--- src/rtl/core/swso_pkg.sv ---
// ----------------------------------------------------------------------------
// swso_pkg - shared definitions for the single-wire sensor overheat alarm
// Field widths, register map, reset values and key codes used by the
// channel interfaces and the core.
// ----------------------------------------------------------------------------
package swso_pkg;

	// Frame layout: bytes read per frame, of which the first four are published
	localparam int FRAME_BYTES   = 4;
	localparam int READING_BYTES = 4;
	localparam int READ_IDX_W    = $clog2(READING_BYTES);
	localparam int BYTE_IDX_W    = $clog2(FRAME_BYTES + 1);

	// Field and register widths
	localparam int BYTE_W     = 8;
	localparam int REQUEST_W  = 16;
	localparam int DELAY_W    = 8;
	localparam int THRESH_W   = 8;
	localparam int HOLD_W     = 24;
	localparam int TICK_W     = 24;
	localparam int BIT_IDX_W  = 3;
	localparam int PHASE_W    = 4;

	// Configuration port
	localparam int PADDR_W  = 4;
	localparam int PDATA_W  = 32;
	localparam int REG_IDX_W = 2;

	typedef logic [REG_IDX_W-1:0] reg_idx_t;

	localparam reg_idx_t REG_REQUEST_TICKS  = 2'd0;
	localparam reg_idx_t REG_SAMPLE_DELAY   = 2'd1;
	localparam reg_idx_t REG_OVERHEAT_THRES = 2'd2;
	localparam reg_idx_t REG_HOLD_TICKS     = 2'd3;

	// Register reset values
	localparam logic [REQUEST_W-1:0] REQUEST_TICKS_RST = 16'd18420;
	localparam logic [DELAY_W-1:0]   SAMPLE_DELAY_RST  = 8'd15;
	localparam logic [THRESH_W-1:0]  THRESHOLD_RST     = 8'd32;
	localparam logic [HOLD_W-1:0]    HOLD_TICKS_RST    = 24'd4600000;

	// Acknowledge keys that clear the buzzer
	localparam logic [BYTE_W-1:0] KEY_UPPER_S = 8'h53;
	localparam logic [BYTE_W-1:0] KEY_LOWER_S = 8'h73;

	typedef logic [BYTE_W-1:0] byte_t;

endpackage

--- src/rtl/core/swso_tick_if.sv ---
// ----------------------------------------------------------------------------
// swso_tick_if - input channel, one timer tick per transfer
// Carries the sampled data line and an optional received serial character.
// ----------------------------------------------------------------------------
interface swso_tick_if
	import swso_pkg::*;
	();

	logic        valid;
	logic        ready;
	logic        line_level;
	logic        key_valid;
	logic [BYTE_W-1:0] key_char;

	modport source (
		output valid,
		input  ready,
		output line_level,
		output key_valid,
		output key_char
	);

	modport sink (
		input  valid,
		output ready,
		input  line_level,
		input  key_valid,
		input  key_char
	);

endinterface

--- src/rtl/core/swso_status_if.sv ---
// ----------------------------------------------------------------------------
// swso_status_if - result channel, one status word per tick
// Carries line drive, alarm state and the last published reading.
// ----------------------------------------------------------------------------
interface swso_status_if
	import swso_pkg::*;
	();

	logic        valid;
	logic        ready;
	logic        drive_low;
	logic        buzzer_on;
	logic        reading_valid;
	logic [BYTE_W-1:0] humidity_int;
	logic [BYTE_W-1:0] humidity_frac;
	logic [BYTE_W-1:0] temp_int;
	logic [BYTE_W-1:0] temp_frac;
	logic        awaiting_key;

	modport source (
		output valid,
		input  ready,
		output drive_low,
		output buzzer_on,
		output reading_valid,
		output humidity_int,
		output humidity_frac,
		output temp_int,
		output temp_frac,
		output awaiting_key
	);

	modport sink (
		input  valid,
		output ready,
		input  drive_low,
		input  buzzer_on,
		input  reading_valid,
		input  humidity_int,
		input  humidity_frac,
		input  temp_int,
		input  temp_frac,
		input  awaiting_key
	);

endinterface

--- src/rtl/core/single_wire_sensor_overheat_alarm_core.sv ---
// ----------------------------------------------------------------------------
// single_wire_sensor_overheat_alarm_core - sensor reader with overheat alarm
// Requests a reading on a single-wire line, decodes the bit stream, publishes
// humidity and temperature and latches a buzzer when the temperature is high.
// ----------------------------------------------------------------------------
//
//  channel   dir   handshake              payload
//  tick      in    valid/ready            line_level, key_valid, key_char
//  status    out   valid/ready            drive_low, buzzer_on, reading_valid,
//                                         humidity_int/frac, temp_int/frac,
//                                         awaiting_key
//  apb       in    psel/penable, pready=1 4 registers at byte address 4*i
//
//  Each tick passes through the input register, then through the phase
//  logic into the result register. A new tick is taken every cycle
//  unless both stages are full and stalled; the result register frees
//  as it drains. A stalled status channel holds both stages; ready drops
//  only when both are full. Reset clears phase, counters, reading and
//  buzzer and restores register defaults; no clearing pass is needed.
//
module single_wire_sensor_overheat_alarm_core
	import swso_pkg::*;
	(
		input  logic               clk,
		input  logic               arst_n,
		swso_tick_if.sink          tick,
		swso_status_if.source      status,
		input  logic               psel,
		input  logic               penable,
		input  logic               pwrite,
		input  logic [PADDR_W-1:0] paddr,
		input  logic [PDATA_W-1:0] pwdata,
		output logic [PDATA_W-1:0] prdata,
		output logic               pready
	);

	// Phase codes
	localparam logic [PHASE_W-1:0] PH_REQUEST    = 4'd0;
	localparam logic [PHASE_W-1:0] PH_RESP_HIGH  = 4'd1;
	localparam logic [PHASE_W-1:0] PH_RESP_LOW   = 4'd2;
	localparam logic [PHASE_W-1:0] PH_RESP_HIGH2 = 4'd3;
	localparam logic [PHASE_W-1:0] PH_BIT_LOW    = 4'd4;
	localparam logic [PHASE_W-1:0] PH_BIT_DELAY  = 4'd5;
	localparam logic [PHASE_W-1:0] PH_BIT_HIGH   = 4'd6;
	localparam logic [PHASE_W-1:0] PH_HOLD       = 4'd7;
	localparam logic [PHASE_W-1:0] PH_WAIT_KEY   = 4'd8;

	// Configuration registers
	logic [REQUEST_W-1:0] request_ticks_q;
	logic [DELAY_W-1:0]   sample_delay_q;
	logic [THRESH_W-1:0]  threshold_q;
	logic [HOLD_W-1:0]    hold_ticks_q;

	// Input stage
	logic              valid_s1;
	logic              line_s1;
	logic              key_valid_s1;
	logic [BYTE_W-1:0] key_char_s1;

	// Sequencer state
	logic [PHASE_W-1:0]    phase_q,      phase_d;
	logic [TICK_W-1:0]     tick_count_q, tick_count_d;
	logic [TICK_W-1:0]     tick_inc;
	logic [BYTE_W-1:0]     shift_q,      shift_d;
	logic [BYTE_W-1:0]     shift_next;
	logic [BIT_IDX_W-1:0]  bit_idx_q,    bit_idx_d;
	logic [BYTE_IDX_W-1:0] byte_idx_q,   byte_idx_d;
	byte_t                 incoming_q [READING_BYTES];
	byte_t                 incoming_d [READING_BYTES];
	byte_t                 reading_q  [READING_BYTES];
	byte_t                 reading_d  [READING_BYTES];
	logic                  buzzer_q,     buzzer_d;
	logic                  drive;
	logic                  published;

	// Result register
	logic out_valid_q;
	logic advance;

	logic cfg_write;

	// ------------------------------------------------------------------
	// Configuration port
	// ------------------------------------------------------------------
	assign pready    = 1'b1;
	assign cfg_write = psel & penable & pwrite & pready;

	always_ff @(posedge clk or negedge arst_n) begin
		if (!arst_n) begin
			request_ticks_q <= REQUEST_TICKS_RST;
			sample_delay_q  <= SAMPLE_DELAY_RST;
			threshold_q     <= THRESHOLD_RST;
			hold_ticks_q    <= HOLD_TICKS_RST;
		end else if (cfg_write) begin
			unique case (paddr[PADDR_W-1:2])
				REG_REQUEST_TICKS:  request_ticks_q <= pwdata[REQUEST_W-1:0];
				REG_SAMPLE_DELAY:   sample_delay_q  <= pwdata[DELAY_W-1:0];
				REG_OVERHEAT_THRES: threshold_q     <= pwdata[THRESH_W-1:0];
				REG_HOLD_TICKS:     hold_ticks_q    <= pwdata[HOLD_W-1:0];
				default: ;
			endcase
		end
	end

	// Return the addressed register, zero-extended
	always_comb begin
		unique case (paddr[PADDR_W-1:2])
			REG_REQUEST_TICKS:  prdata = PDATA_W'(request_ticks_q);
			REG_SAMPLE_DELAY:   prdata = PDATA_W'(sample_delay_q);
			REG_OVERHEAT_THRES: prdata = PDATA_W'(threshold_q);
			REG_HOLD_TICKS:     prdata = PDATA_W'(hold_ticks_q);
			default:            prdata = '0;
		endcase
	end

	// ------------------------------------------------------------------
	// Flow control: advance the input stage into the result register
	// ------------------------------------------------------------------
	assign advance    = valid_s1 & (~out_valid_q | status.ready);
	assign tick.ready = ~valid_s1 | advance;

	always_ff @(posedge clk or negedge arst_n) begin
		if (!arst_n) begin
			valid_s1 <= 1'b0;
		end else if (tick.ready) begin
			valid_s1 <= tick.valid;
		end
	end

	// Capture the tick payload on transfer
	always_ff @(posedge clk) begin
		if (tick.valid && tick.ready) begin
			line_s1      <= tick.line_level;
			key_valid_s1 <= tick.key_valid;
			key_char_s1  <= tick.key_char;
		end
	end

	// ------------------------------------------------------------------
	// Phase logic for the tick in the input stage
	// ------------------------------------------------------------------
	assign tick_inc   = tick_count_q + TICK_W'(1);
	assign shift_next = {shift_q[BYTE_W-2:0], line_s1};

	always_comb begin
		phase_d      = phase_q;
		tick_count_d = tick_count_q;
		shift_d      = shift_q;
		bit_idx_d    = bit_idx_q;
		byte_idx_d   = byte_idx_q;
		incoming_d   = incoming_q;
		reading_d    = reading_q;
		buzzer_d     = buzzer_q;
		drive        = 1'b0;
		published    = 1'b0;

		unique case (phase_q)
			PH_REQUEST: begin
				if (tick_count_q < TICK_W'(request_ticks_q)) begin
					drive = 1'b1;
					if (tick_inc >= TICK_W'(request_ticks_q)) begin
						phase_d      = PH_RESP_HIGH;
						tick_count_d = '0;
					end else begin
						tick_count_d = tick_inc;
					end
				end else begin
					phase_d      = PH_RESP_HIGH;
					tick_count_d = '0;
				end
			end
			PH_RESP_HIGH: begin
				if (!line_s1) phase_d = PH_RESP_LOW;
			end
			PH_RESP_LOW: begin
				if (line_s1) phase_d = PH_RESP_HIGH2;
			end
			PH_RESP_HIGH2: begin
				if (!line_s1) begin
					phase_d    = PH_BIT_LOW;
					bit_idx_d  = '0;
					byte_idx_d = '0;
					shift_d    = '0;
				end
			end
			PH_BIT_LOW: begin
				if (line_s1) begin
					phase_d      = PH_BIT_DELAY;
					tick_count_d = '0;
				end
			end
			PH_BIT_DELAY: begin
				if (tick_count_q < TICK_W'(sample_delay_q)) begin
					tick_count_d = tick_inc;
				end else begin
					// Sample the bit; close the byte on the eighth
					tick_count_d = '0;
					phase_d      = PH_BIT_HIGH;
					bit_idx_d    = bit_idx_q + BIT_IDX_W'(1);
					if (bit_idx_q == '1) begin
						shift_d = '0;
						if (byte_idx_q < BYTE_IDX_W'(READING_BYTES)) begin
							incoming_d[byte_idx_q[READ_IDX_W-1:0]] = shift_next;
						end
						if (byte_idx_q < BYTE_IDX_W'(FRAME_BYTES)) begin
							byte_idx_d = byte_idx_q + BYTE_IDX_W'(1);
						end
					end else begin
						shift_d = shift_next;
					end
				end
			end
			PH_BIT_HIGH: begin
				if (!line_s1) begin
					if (byte_idx_q >= BYTE_IDX_W'(FRAME_BYTES)) begin
						reading_d    = incoming_q;
						published    = 1'b1;
						phase_d      = PH_HOLD;
						tick_count_d = '0;
					end else begin
						phase_d = PH_BIT_LOW;
					end
				end
			end
			PH_HOLD: begin
				if (tick_count_q < TICK_W'(hold_ticks_q)) begin
					tick_count_d = tick_inc;
				end else begin
					tick_count_d = '0;
					if (reading_q[2] >= threshold_q) begin
						buzzer_d = 1'b1;
						phase_d  = PH_WAIT_KEY;
					end else begin
						phase_d = PH_REQUEST;
					end
				end
			end
			PH_WAIT_KEY: begin
				if (key_valid_s1) begin
					if (key_char_s1 == KEY_LOWER_S || key_char_s1 == KEY_UPPER_S) begin
						buzzer_d = 1'b0;
					end
					phase_d      = PH_REQUEST;
					tick_count_d = '0;
				end
			end
			default: begin
				phase_d      = PH_REQUEST;
				tick_count_d = '0;
			end
		endcase
	end

	// Commit sequencer state once per processed tick
	always_ff @(posedge clk or negedge arst_n) begin
		if (!arst_n) begin
			phase_q      <= PH_REQUEST;
			tick_count_q <= '0;
			shift_q      <= '0;
			bit_idx_q    <= '0;
			byte_idx_q   <= '0;
			buzzer_q     <= 1'b0;
			for (int i = 0; i < READING_BYTES; i++) begin
				incoming_q[i] <= '0;
				reading_q[i]  <= '0;
			end
		end else if (advance) begin
			phase_q      <= phase_d;
			tick_count_q <= tick_count_d;
			shift_q      <= shift_d;
			bit_idx_q    <= bit_idx_d;
			byte_idx_q   <= byte_idx_d;
			buzzer_q     <= buzzer_d;
			incoming_q   <= incoming_d;
			reading_q    <= reading_d;
		end
	end

	// ------------------------------------------------------------------
	// Result register
	// ------------------------------------------------------------------
	always_ff @(posedge clk or negedge arst_n) begin
		if (!arst_n) begin
			out_valid_q <= 1'b0;
		end else if (advance) begin
			out_valid_q <= 1'b1;
		end else if (status.ready) begin
			out_valid_q <= 1'b0;
		end
	end

	always_ff @(posedge clk) begin
		if (advance) begin
			status.drive_low     <= drive;
			status.buzzer_on     <= buzzer_d;
			status.reading_valid <= published;
			status.humidity_int  <= reading_d[0];
			status.humidity_frac <= reading_d[1];
			status.temp_int      <= reading_d[2];
			status.temp_frac     <= reading_d[3];
			status.awaiting_key  <= (phase_d == PH_WAIT_KEY);
		end
	end

	assign status.valid = out_valid_q;

endmodule
--- src/flat_wrapper.sv ---
// flat-port wrapper written by rule: the top's interface ports become plain ports
module single_wire_sensor_overheat_alarm_core_flat import swso_pkg::*;
  (clk, arst_n, psel, penable, pwrite, paddr, pwdata, prdata, pready, tick_valid, tick_ready, tick_line_level, tick_key_valid, tick_key_char, status_valid, status_ready, status_drive_low, status_buzzer_on, status_reading_valid, status_humidity_int, status_humidity_frac, status_temp_int, status_temp_frac, status_awaiting_key);
  swso_tick_if tick_i ();
  swso_status_if status_i ();
  input  logic clk;
  input  logic arst_n;
  input  logic psel;
  input  logic penable;
  input  logic pwrite;
  input  logic [PADDR_W-1:0] paddr;
  input  logic [PDATA_W-1:0] pwdata;
  output logic [PDATA_W-1:0] prdata;
  output logic pready;
  input wire logic [$bits(tick_i.valid)-1:0] tick_valid;
  output wire logic [$bits(tick_i.ready)-1:0] tick_ready;
  input wire logic [$bits(tick_i.line_level)-1:0] tick_line_level;
  input wire logic [$bits(tick_i.key_valid)-1:0] tick_key_valid;
  input wire logic [$bits(tick_i.key_char)-1:0] tick_key_char;
  output wire logic [$bits(status_i.valid)-1:0] status_valid;
  input wire logic [$bits(status_i.ready)-1:0] status_ready;
  output wire logic [$bits(status_i.drive_low)-1:0] status_drive_low;
  output wire logic [$bits(status_i.buzzer_on)-1:0] status_buzzer_on;
  output wire logic [$bits(status_i.reading_valid)-1:0] status_reading_valid;
  output wire logic [$bits(status_i.humidity_int)-1:0] status_humidity_int;
  output wire logic [$bits(status_i.humidity_frac)-1:0] status_humidity_frac;
  output wire logic [$bits(status_i.temp_int)-1:0] status_temp_int;
  output wire logic [$bits(status_i.temp_frac)-1:0] status_temp_frac;
  output wire logic [$bits(status_i.awaiting_key)-1:0] status_awaiting_key;
  assign tick_i.valid = tick_valid;
  assign tick_ready = tick_i.ready;
  assign tick_i.line_level = tick_line_level;
  assign tick_i.key_valid = tick_key_valid;
  assign tick_i.key_char = tick_key_char;
  assign status_valid = status_i.valid;
  assign status_i.ready = status_ready;
  assign status_drive_low = status_i.drive_low;
  assign status_buzzer_on = status_i.buzzer_on;
  assign status_reading_valid = status_i.reading_valid;
  assign status_humidity_int = status_i.humidity_int;
  assign status_humidity_frac = status_i.humidity_frac;
  assign status_temp_int = status_i.temp_int;
  assign status_temp_frac = status_i.temp_frac;
  assign status_awaiting_key = status_i.awaiting_key;
  single_wire_sensor_overheat_alarm_core u_core (.clk(clk), .arst_n(arst_n), .tick(tick_i), .status(status_i), .psel(psel), .penable(penable), .pwrite(pwrite), .paddr(paddr), .pwdata(pwdata), .prdata(prdata), .pready(pready));
endmodule
--- config.mk ---
export PLATFORM = sky130hd
export DESIGN_NAME = single_wire_sensor_overheat_alarm_core_flat
export DESIGN_NICKNAME = d
export VERILOG_FILES = /design/src/rtl/core/swso_pkg.sv /design/src/rtl/core/swso_tick_if.sv /design/src/rtl/core/swso_status_if.sv /design/src/rtl/core/single_wire_sensor_overheat_alarm_core.sv /design/src/flat_wrapper.sv
export SDC_FILE = /design/constraint.sdc
export NUM_CORES = 1
export LEC_CHECK = 0
export BUFFER_PORTS_ARGS = -buffer_cell sky130_fd_sc_hd__buf_4
export CAP_MARGIN = 30
export CORE_ASPECT_RATIO = 1.75
export CORE_MARGIN = 2
export CORE_UTILIZATION = 47
export CTS_CLUSTER_DIAMETER = 80
export DETAILED_ROUTE_END_ITERATION = 6
export PLACE_DENSITY_LB_ADDON = 0.08
export SYNTH_ARGS = -nofsm -noshare
export SYNTH_HDL_FRONTEND = slang
export SYNTH_SLANG_ARGS = --single-unit
--- constraint.sdc ---
create_clock -name clk -period 3.5 [get_ports clk]
set_input_delay 0.35 -clock clk [delete_from_list [all_inputs] [get_ports clk]]
set_output_delay 0.35 -clock clk [all_outputs]
set_load 0.005 [all_outputs]
# After elaboration in Yosys (flattened, before gate mapping)
# Index checks and enable logic that the tools add are counted.
# W data, S select, Z words.
dict set report totals {
  wordCells 143
  ff_bits 210
  inputBits 53
}
dict set report op_classes {
  bitwise_logic 11
  n_lt_le_gt_ge 9
  mux 49
  eq_ne 23
  n_reduce_logical 17
  n_addsub 3
}
# cell count
set ops {}
lappend ops {{$mux W24} 8}
lappend ops {{$pmux W24 S7} 1}
lappend ops {{$pmux W32 S4} 1}
lappend ops {{$mux W32} 3}
lappend ops {{$mux W4} 11}
lappend ops {{$pmux W4 S9} 1}
lappend ops {{$bwmux W32} 1}
lappend ops {{$add A24 B1 Y24 const B} 1}
lappend ops {{$ge A24 B16 Y1} 1}
lappend ops {{$lt A24 B16 Y1} 1}
lappend ops {{$lt A24 B24 Y1} 1}
lappend ops {{$lt A24 B8 Y1} 1}
lappend ops {{$mux W7} 3}
lappend ops {{$demux W8 S2} 1}
lappend ops {{$eq A4 B3 Y1 const B} 4}
lappend ops {{$eq A8 B7 Y1 const B} 2}
lappend ops {{$mux W3} 5}
lappend ops {{$pmux W7 S2} 1}
lappend ops {{$pmux W3 S2} 2}
lappend ops {{$reduce_and A6 Y1} 2}
lappend ops {{$ne A2 B1 Y1 const B} 5}
lappend ops {{$eq A4 B2 Y1 const B} 2}
lappend ops {{$eq A4 B4 Y1 const B} 2}
lappend ops {{$ge A8 B8 Y1} 1}
lappend ops {{other kinds (27)} 51}

# Longest topological paths before layout
dict set report depth {
  ltp_word 6
  depth_mapped 16
  mapped_depth_nobuf 15
}

# Least setup slack after synthesis
# OpenSTA, ideal clock, no wires.
dict set report synth_path {
  kind {register -> register}
  from {register u_core.tick_count_q[1]}
  to {register u_core.tick_count_q[11]}
  stages_incl_launch_ff 17
  setup_ns 0.064
  t_arrival_ns 3.169
  slack_ns 0.266
  required_time_ns 3.436
  cell_sequence {dfrtp_1 ha_1 and4_2 nand2_1 nor2_1 nand3_1 nor2_1 xnor2_1 ha_1 nand2_1 nor2_1 a211oi_1 o21ai_0 nor4_4 a21o_1 buf_6 a22o_2}
}
dict set report synth_between {
  elab_chain_len 5
  elab_cells_between_ends 10
}
# element line
set synth_lines {}
lappend synth_lines {{from (decl)} single_wire_sensor_overheat_alarm_core.sv:62} ;# logic [TICK_W-1:0] tick_count_q, tick_count_d;
lappend synth_lines {{from (signal assigned)} single_wire_sensor_overheat_alarm_core.sv:269} ;# tick_count_q <= tick_count_d;
lappend synth_lines {{$add A24 B1 Y24} single_wire_sensor_overheat_alarm_core.sv:142} ;# assign tick_inc = tick_count_q + TICK_W'(1);
lappend synth_lines {{$ge A24 B16 Y1} single_wire_sensor_overheat_alarm_core.sv:161} ;# if (tick_inc >= TICK_W'(request_ticks_q)) begin
lappend synth_lines {{$mux W24} single_wire_sensor_overheat_alarm_core.sv:161}
lappend synth_lines {{$mux W24} single_wire_sensor_overheat_alarm_core.sv:159} ;# if (tick_count_q < TICK_W'(request_ticks_q)) begin
lappend synth_lines {{$pmux W24 S7 *} single_wire_sensor_overheat_alarm_core.sv:157} ;# unique case (phase_q)
# Every way passes the cells marked *; elsewhere a longest branch is shown, timed or not.
# A chain may end at the register's enable or synchronous reset.

# Worst setup path in the final report
dict set report layout_path {
  from {register u_core.tick_count_q[2]}
  to {register u_core.tick_count_q[18]}
}
# The elaborated chain is that of the path after synthesis.

==> run_results.csv <==
group,metric,value,unit
cts,h-tree-depth,1,
routing,drc,0,
power_and_ir_drop,power,6.374,mW
global_routing,grt_pass1_wl,42650,um
global_routing,antenna_found_initial,0,
power_and_ir_drop,cellPowerDensity,496.2,nW/um^2
critical_path,r2r_cells,14,
placement,port_buffers,103,
global_routing,gr-total-overflow,0,
placement,placed_cell_area,12210,um^2
die,start_util,47.35,%
critical_path,crit_fanout,7,
synth,synthTopCellsByCount,"nand2_1, dfrtp_1, o21ai_0",
power_and_ir_drop,leakagePower,6.144,nW
timing,rsz0062_at_grt,"false",
critical_path,critPathLaunch,"u_core.tick_count_q[2]",
critical_path,worstSetupStartpointType,"register",
cts,cts.path.max_buffers,3,
synth,ys.flop_type,"dfrtp_1",
critical_path,critPathCapture,"u_core.tick_count_q[18]",
critical_path,cp.required,3.90,ns
timing,timing.final.crit_share,91.15,%
synth,synth_area_leaders,"dfrtp_1, edfxtp_1, ha_1",
die,die_h,206.0,um
critical_path,endpoint_kind,"register",
die,rows,74,
critical_path,critPathKind,"reg2reg",
cts,cts_tree,"built",
job,maxCapViolCount,0,
synth,netlist_instances,1058,
synth,avgSynthCellArea,10.36,um^2
routing,drt-wirelength-per-cell,17.37,um
cts,numCtsBuffers,21,
timing,drv_slew,0,
routing,drtIter0Drc,332,
synth,yosys_warnings,0,
synth,yosysTopAreaCell,"dfrtp_1",
critical_path,critPathArrivalTime,3.59,ns
critical_path,r2r_start,"u_core.tick_count_q[2]",
power_and_ir_drop,ir_drop,0.0003775,V
placement,routabilityCongestion,0.8340,
timing,slew_headroom,48.21,%
synth,yosysUniqueCellTypes,71,
global_routing,grt_pass1_vias,8204,
cts,clkSinkCount,209,
die,die-area,24600,um^2
timing,setup_viol,0,
routing,dr.pass1.iters,5,
synth,synth_area,10960,um^2
final_layout,design_area,12850,um^2
critical_path,reg2reg_to,"u_core.tick_count_q[18]",
final_layout,nets,1308,
timing,finalCriticalPeriod,3.190,ns
cts,clk_latency,0.50,ns
synth,synth-async-reset-ratio,78.47,%
final_layout,diodes,0,
die,ioPinCount,124,
synth,synth.top_cell.area_share,32.65,%
global_routing,grtUsageTotal,21.84,%
placement,dp_hpwl,18960,um
routing,viasPerCell,5.278,
timing,tightest_slew,0.7769,ns
final_layout,syn_to_final_growth,17.22,%
timing,tns,0,ns
timing,hold_violations,0,
die,core,23150,um^2
die,die_w,119.4,um
synth,synth-edff-count,45,
routing,detail-route-antenna-nets,0,
routing,wirelength,25990,um
final_layout,final_cells,1496,
routing,vias,7896,
timing,max_freq,313.5,MHz
synth,yosysMostFrequentCell,"nand2_1",
synth,ys_seq_elements,209,
cts,root_buffer,"clkbuf_16",
global_routing,grt_max_degree,73,
outcome,status,"finished, final reports clean",
timing,skew,0.01639,ns
final_layout,drive_above_1_share,25.50,%
synth,seq_area_frac_synth,50.02,%
min_path,holdCritPathClass,"in2reg",
cts,path_clk_slew,0.06,ns
critical_path,regToRegSetupSlack,0.31,ns
placement,placed_cells,1458,
-- layout make-up --
| class | instances | area [um^2] |
|---|---|---|
| inverter | 68 | 255.2 |
| sequential | 209 | 5483 |
| tap | 304 | 380.4 |
| clock buffer | 26 | 554.3 |
| fill | 2111 | 10300 |
| timing repair buffer | 145 | 1132 |
| multi-input combinational | 733 | 4981 |
| clock inverter | 11 | 60.06 |
-- where the power goes --
part	switching, mW	internal [mW]	total [mW]
clock	0.930	1.13	2.06
sequential	0.169	2.78	2.94
combinational	0.798	0.573	1.37
-- flip-flops by register name, summed over array words and instances (netlist names), 3 cells and up --
signal                       count
u_core.status.temp_frac          8
u_core.tick_count_q             24
u_core.byte_idx_q                3
u_core.shift_q                   7
u_core.hold_ticks_q             24
u_core.reading_q                32
u_core.incoming_q               32
u_core.request_ticks_q          16
u_core.phase_q                   4
u_core.threshold_q               8
u_core.sample_delay_q            8
u_core.status.humidity_frac      8
u_core.key_char_s1               7
u_core.status.humidity_int       8
u_core.bit_idx_q                 3
u_core.status.temp_int           8
-- worst min-delay path by stage --
| stage | start | to | slack (ns) | cells after the start |
|---|---|---|---|---|
| after CTS | tick_key_char[2] | u_core.key_char_s1[2] | 0.03 | 1 |
| after floorplan | arst_n | u_core.bit_idx_q[0] | 0.05 | 0 |
| after global routing | tick_key_char[2] | u_core.key_char_s1[2] | 0.02 | 1 |
| final | tick_key_char[2] | u_core.key_char_s1[2] | 0.04 | 1 |
| after global placement | arst_n | u_core.hold_ticks_q[19] | 0.43 | 1 |
| after detailed placement | arst_n | u_core.hold_ticks_q[20] | 0.43 | 1 |
-- cells in the final DEF (no fill, tap or decap), drive strengths merged, types with 10 or more instances in the layout --
cell / instances
a21o: 10
a21oi: 34
a22o: 13
buf: 144
clkbuf: 26
clkinv: 11
dfrtp: 143
dfstp: 21
edfxtp: 45
ha: 77
inv: 68
mux2: 68
nand2: 216
nand2b: 12
nand3: 24
nand4: 12
nor2: 44
o21ai: 83
xnor2: 10
-- stage by stage --
step                hold slack [ns]  setup WS, ns  utilization [%]
floorplan                   0.05441        0.2665                -
global placement             0.4297        0.2273            52.75
detailed placement           0.4298        0.1719            52.75
CTS                         0.02556        0.1413            55.44
global route                0.02075       0.01582            55.50
finish                      0.04159        0.3099            55.50
-- critical path, cell delays in order (launching register included) --
cell,delay (ns)
dfrtp_2,0.44
nand2_1,0.12
nor2_2,0.18
nand3_1,0.12
nor2_1,0.14
xor2_1,0.25
ha_1,0.29
a21o_1,0.16
a21o_2,0.20
a21oi_1,0.26
o22ai_2,0.14
nor4_4,0.33
a21oi_4,0.07
buf_4,0.17
o31ai_2,0.21
-- logic make-up (layout without fill, tap and decap cells) --
logic type	after synthesis	after routing	synth area share, %
simple gates	361	361	14.83
flops	209	209	50.02
compound gates	192	192	11.15
buf+inv	123	250	5.023
mux	79	79	8.905
fa+ha+maj	78	78	8.882
xor+xnor	14	14	1.119
other cells	2	9	0.06853
-- repair_timing --
| item | 4_1_cts | 5_1_grt |
|---|---|---|
| hold endpoints to repair | 59 | 0 |
| endpoints found under the setup margin | 0 | 22 |
| gates resized for setup | 0 | 5 |
| buffers inserted | 0 | 0 |
| hold buffers | 1 | 0 |
-- layer usage --
layer / track usage [%] / wire [um]
met1: 23.90 / 9784
met2: 41.81 / 14160
met4: 9.622 / 1190
met5: 0 / 0
met3: 2.759 / 847
Power figures use the tool's default switching activity.
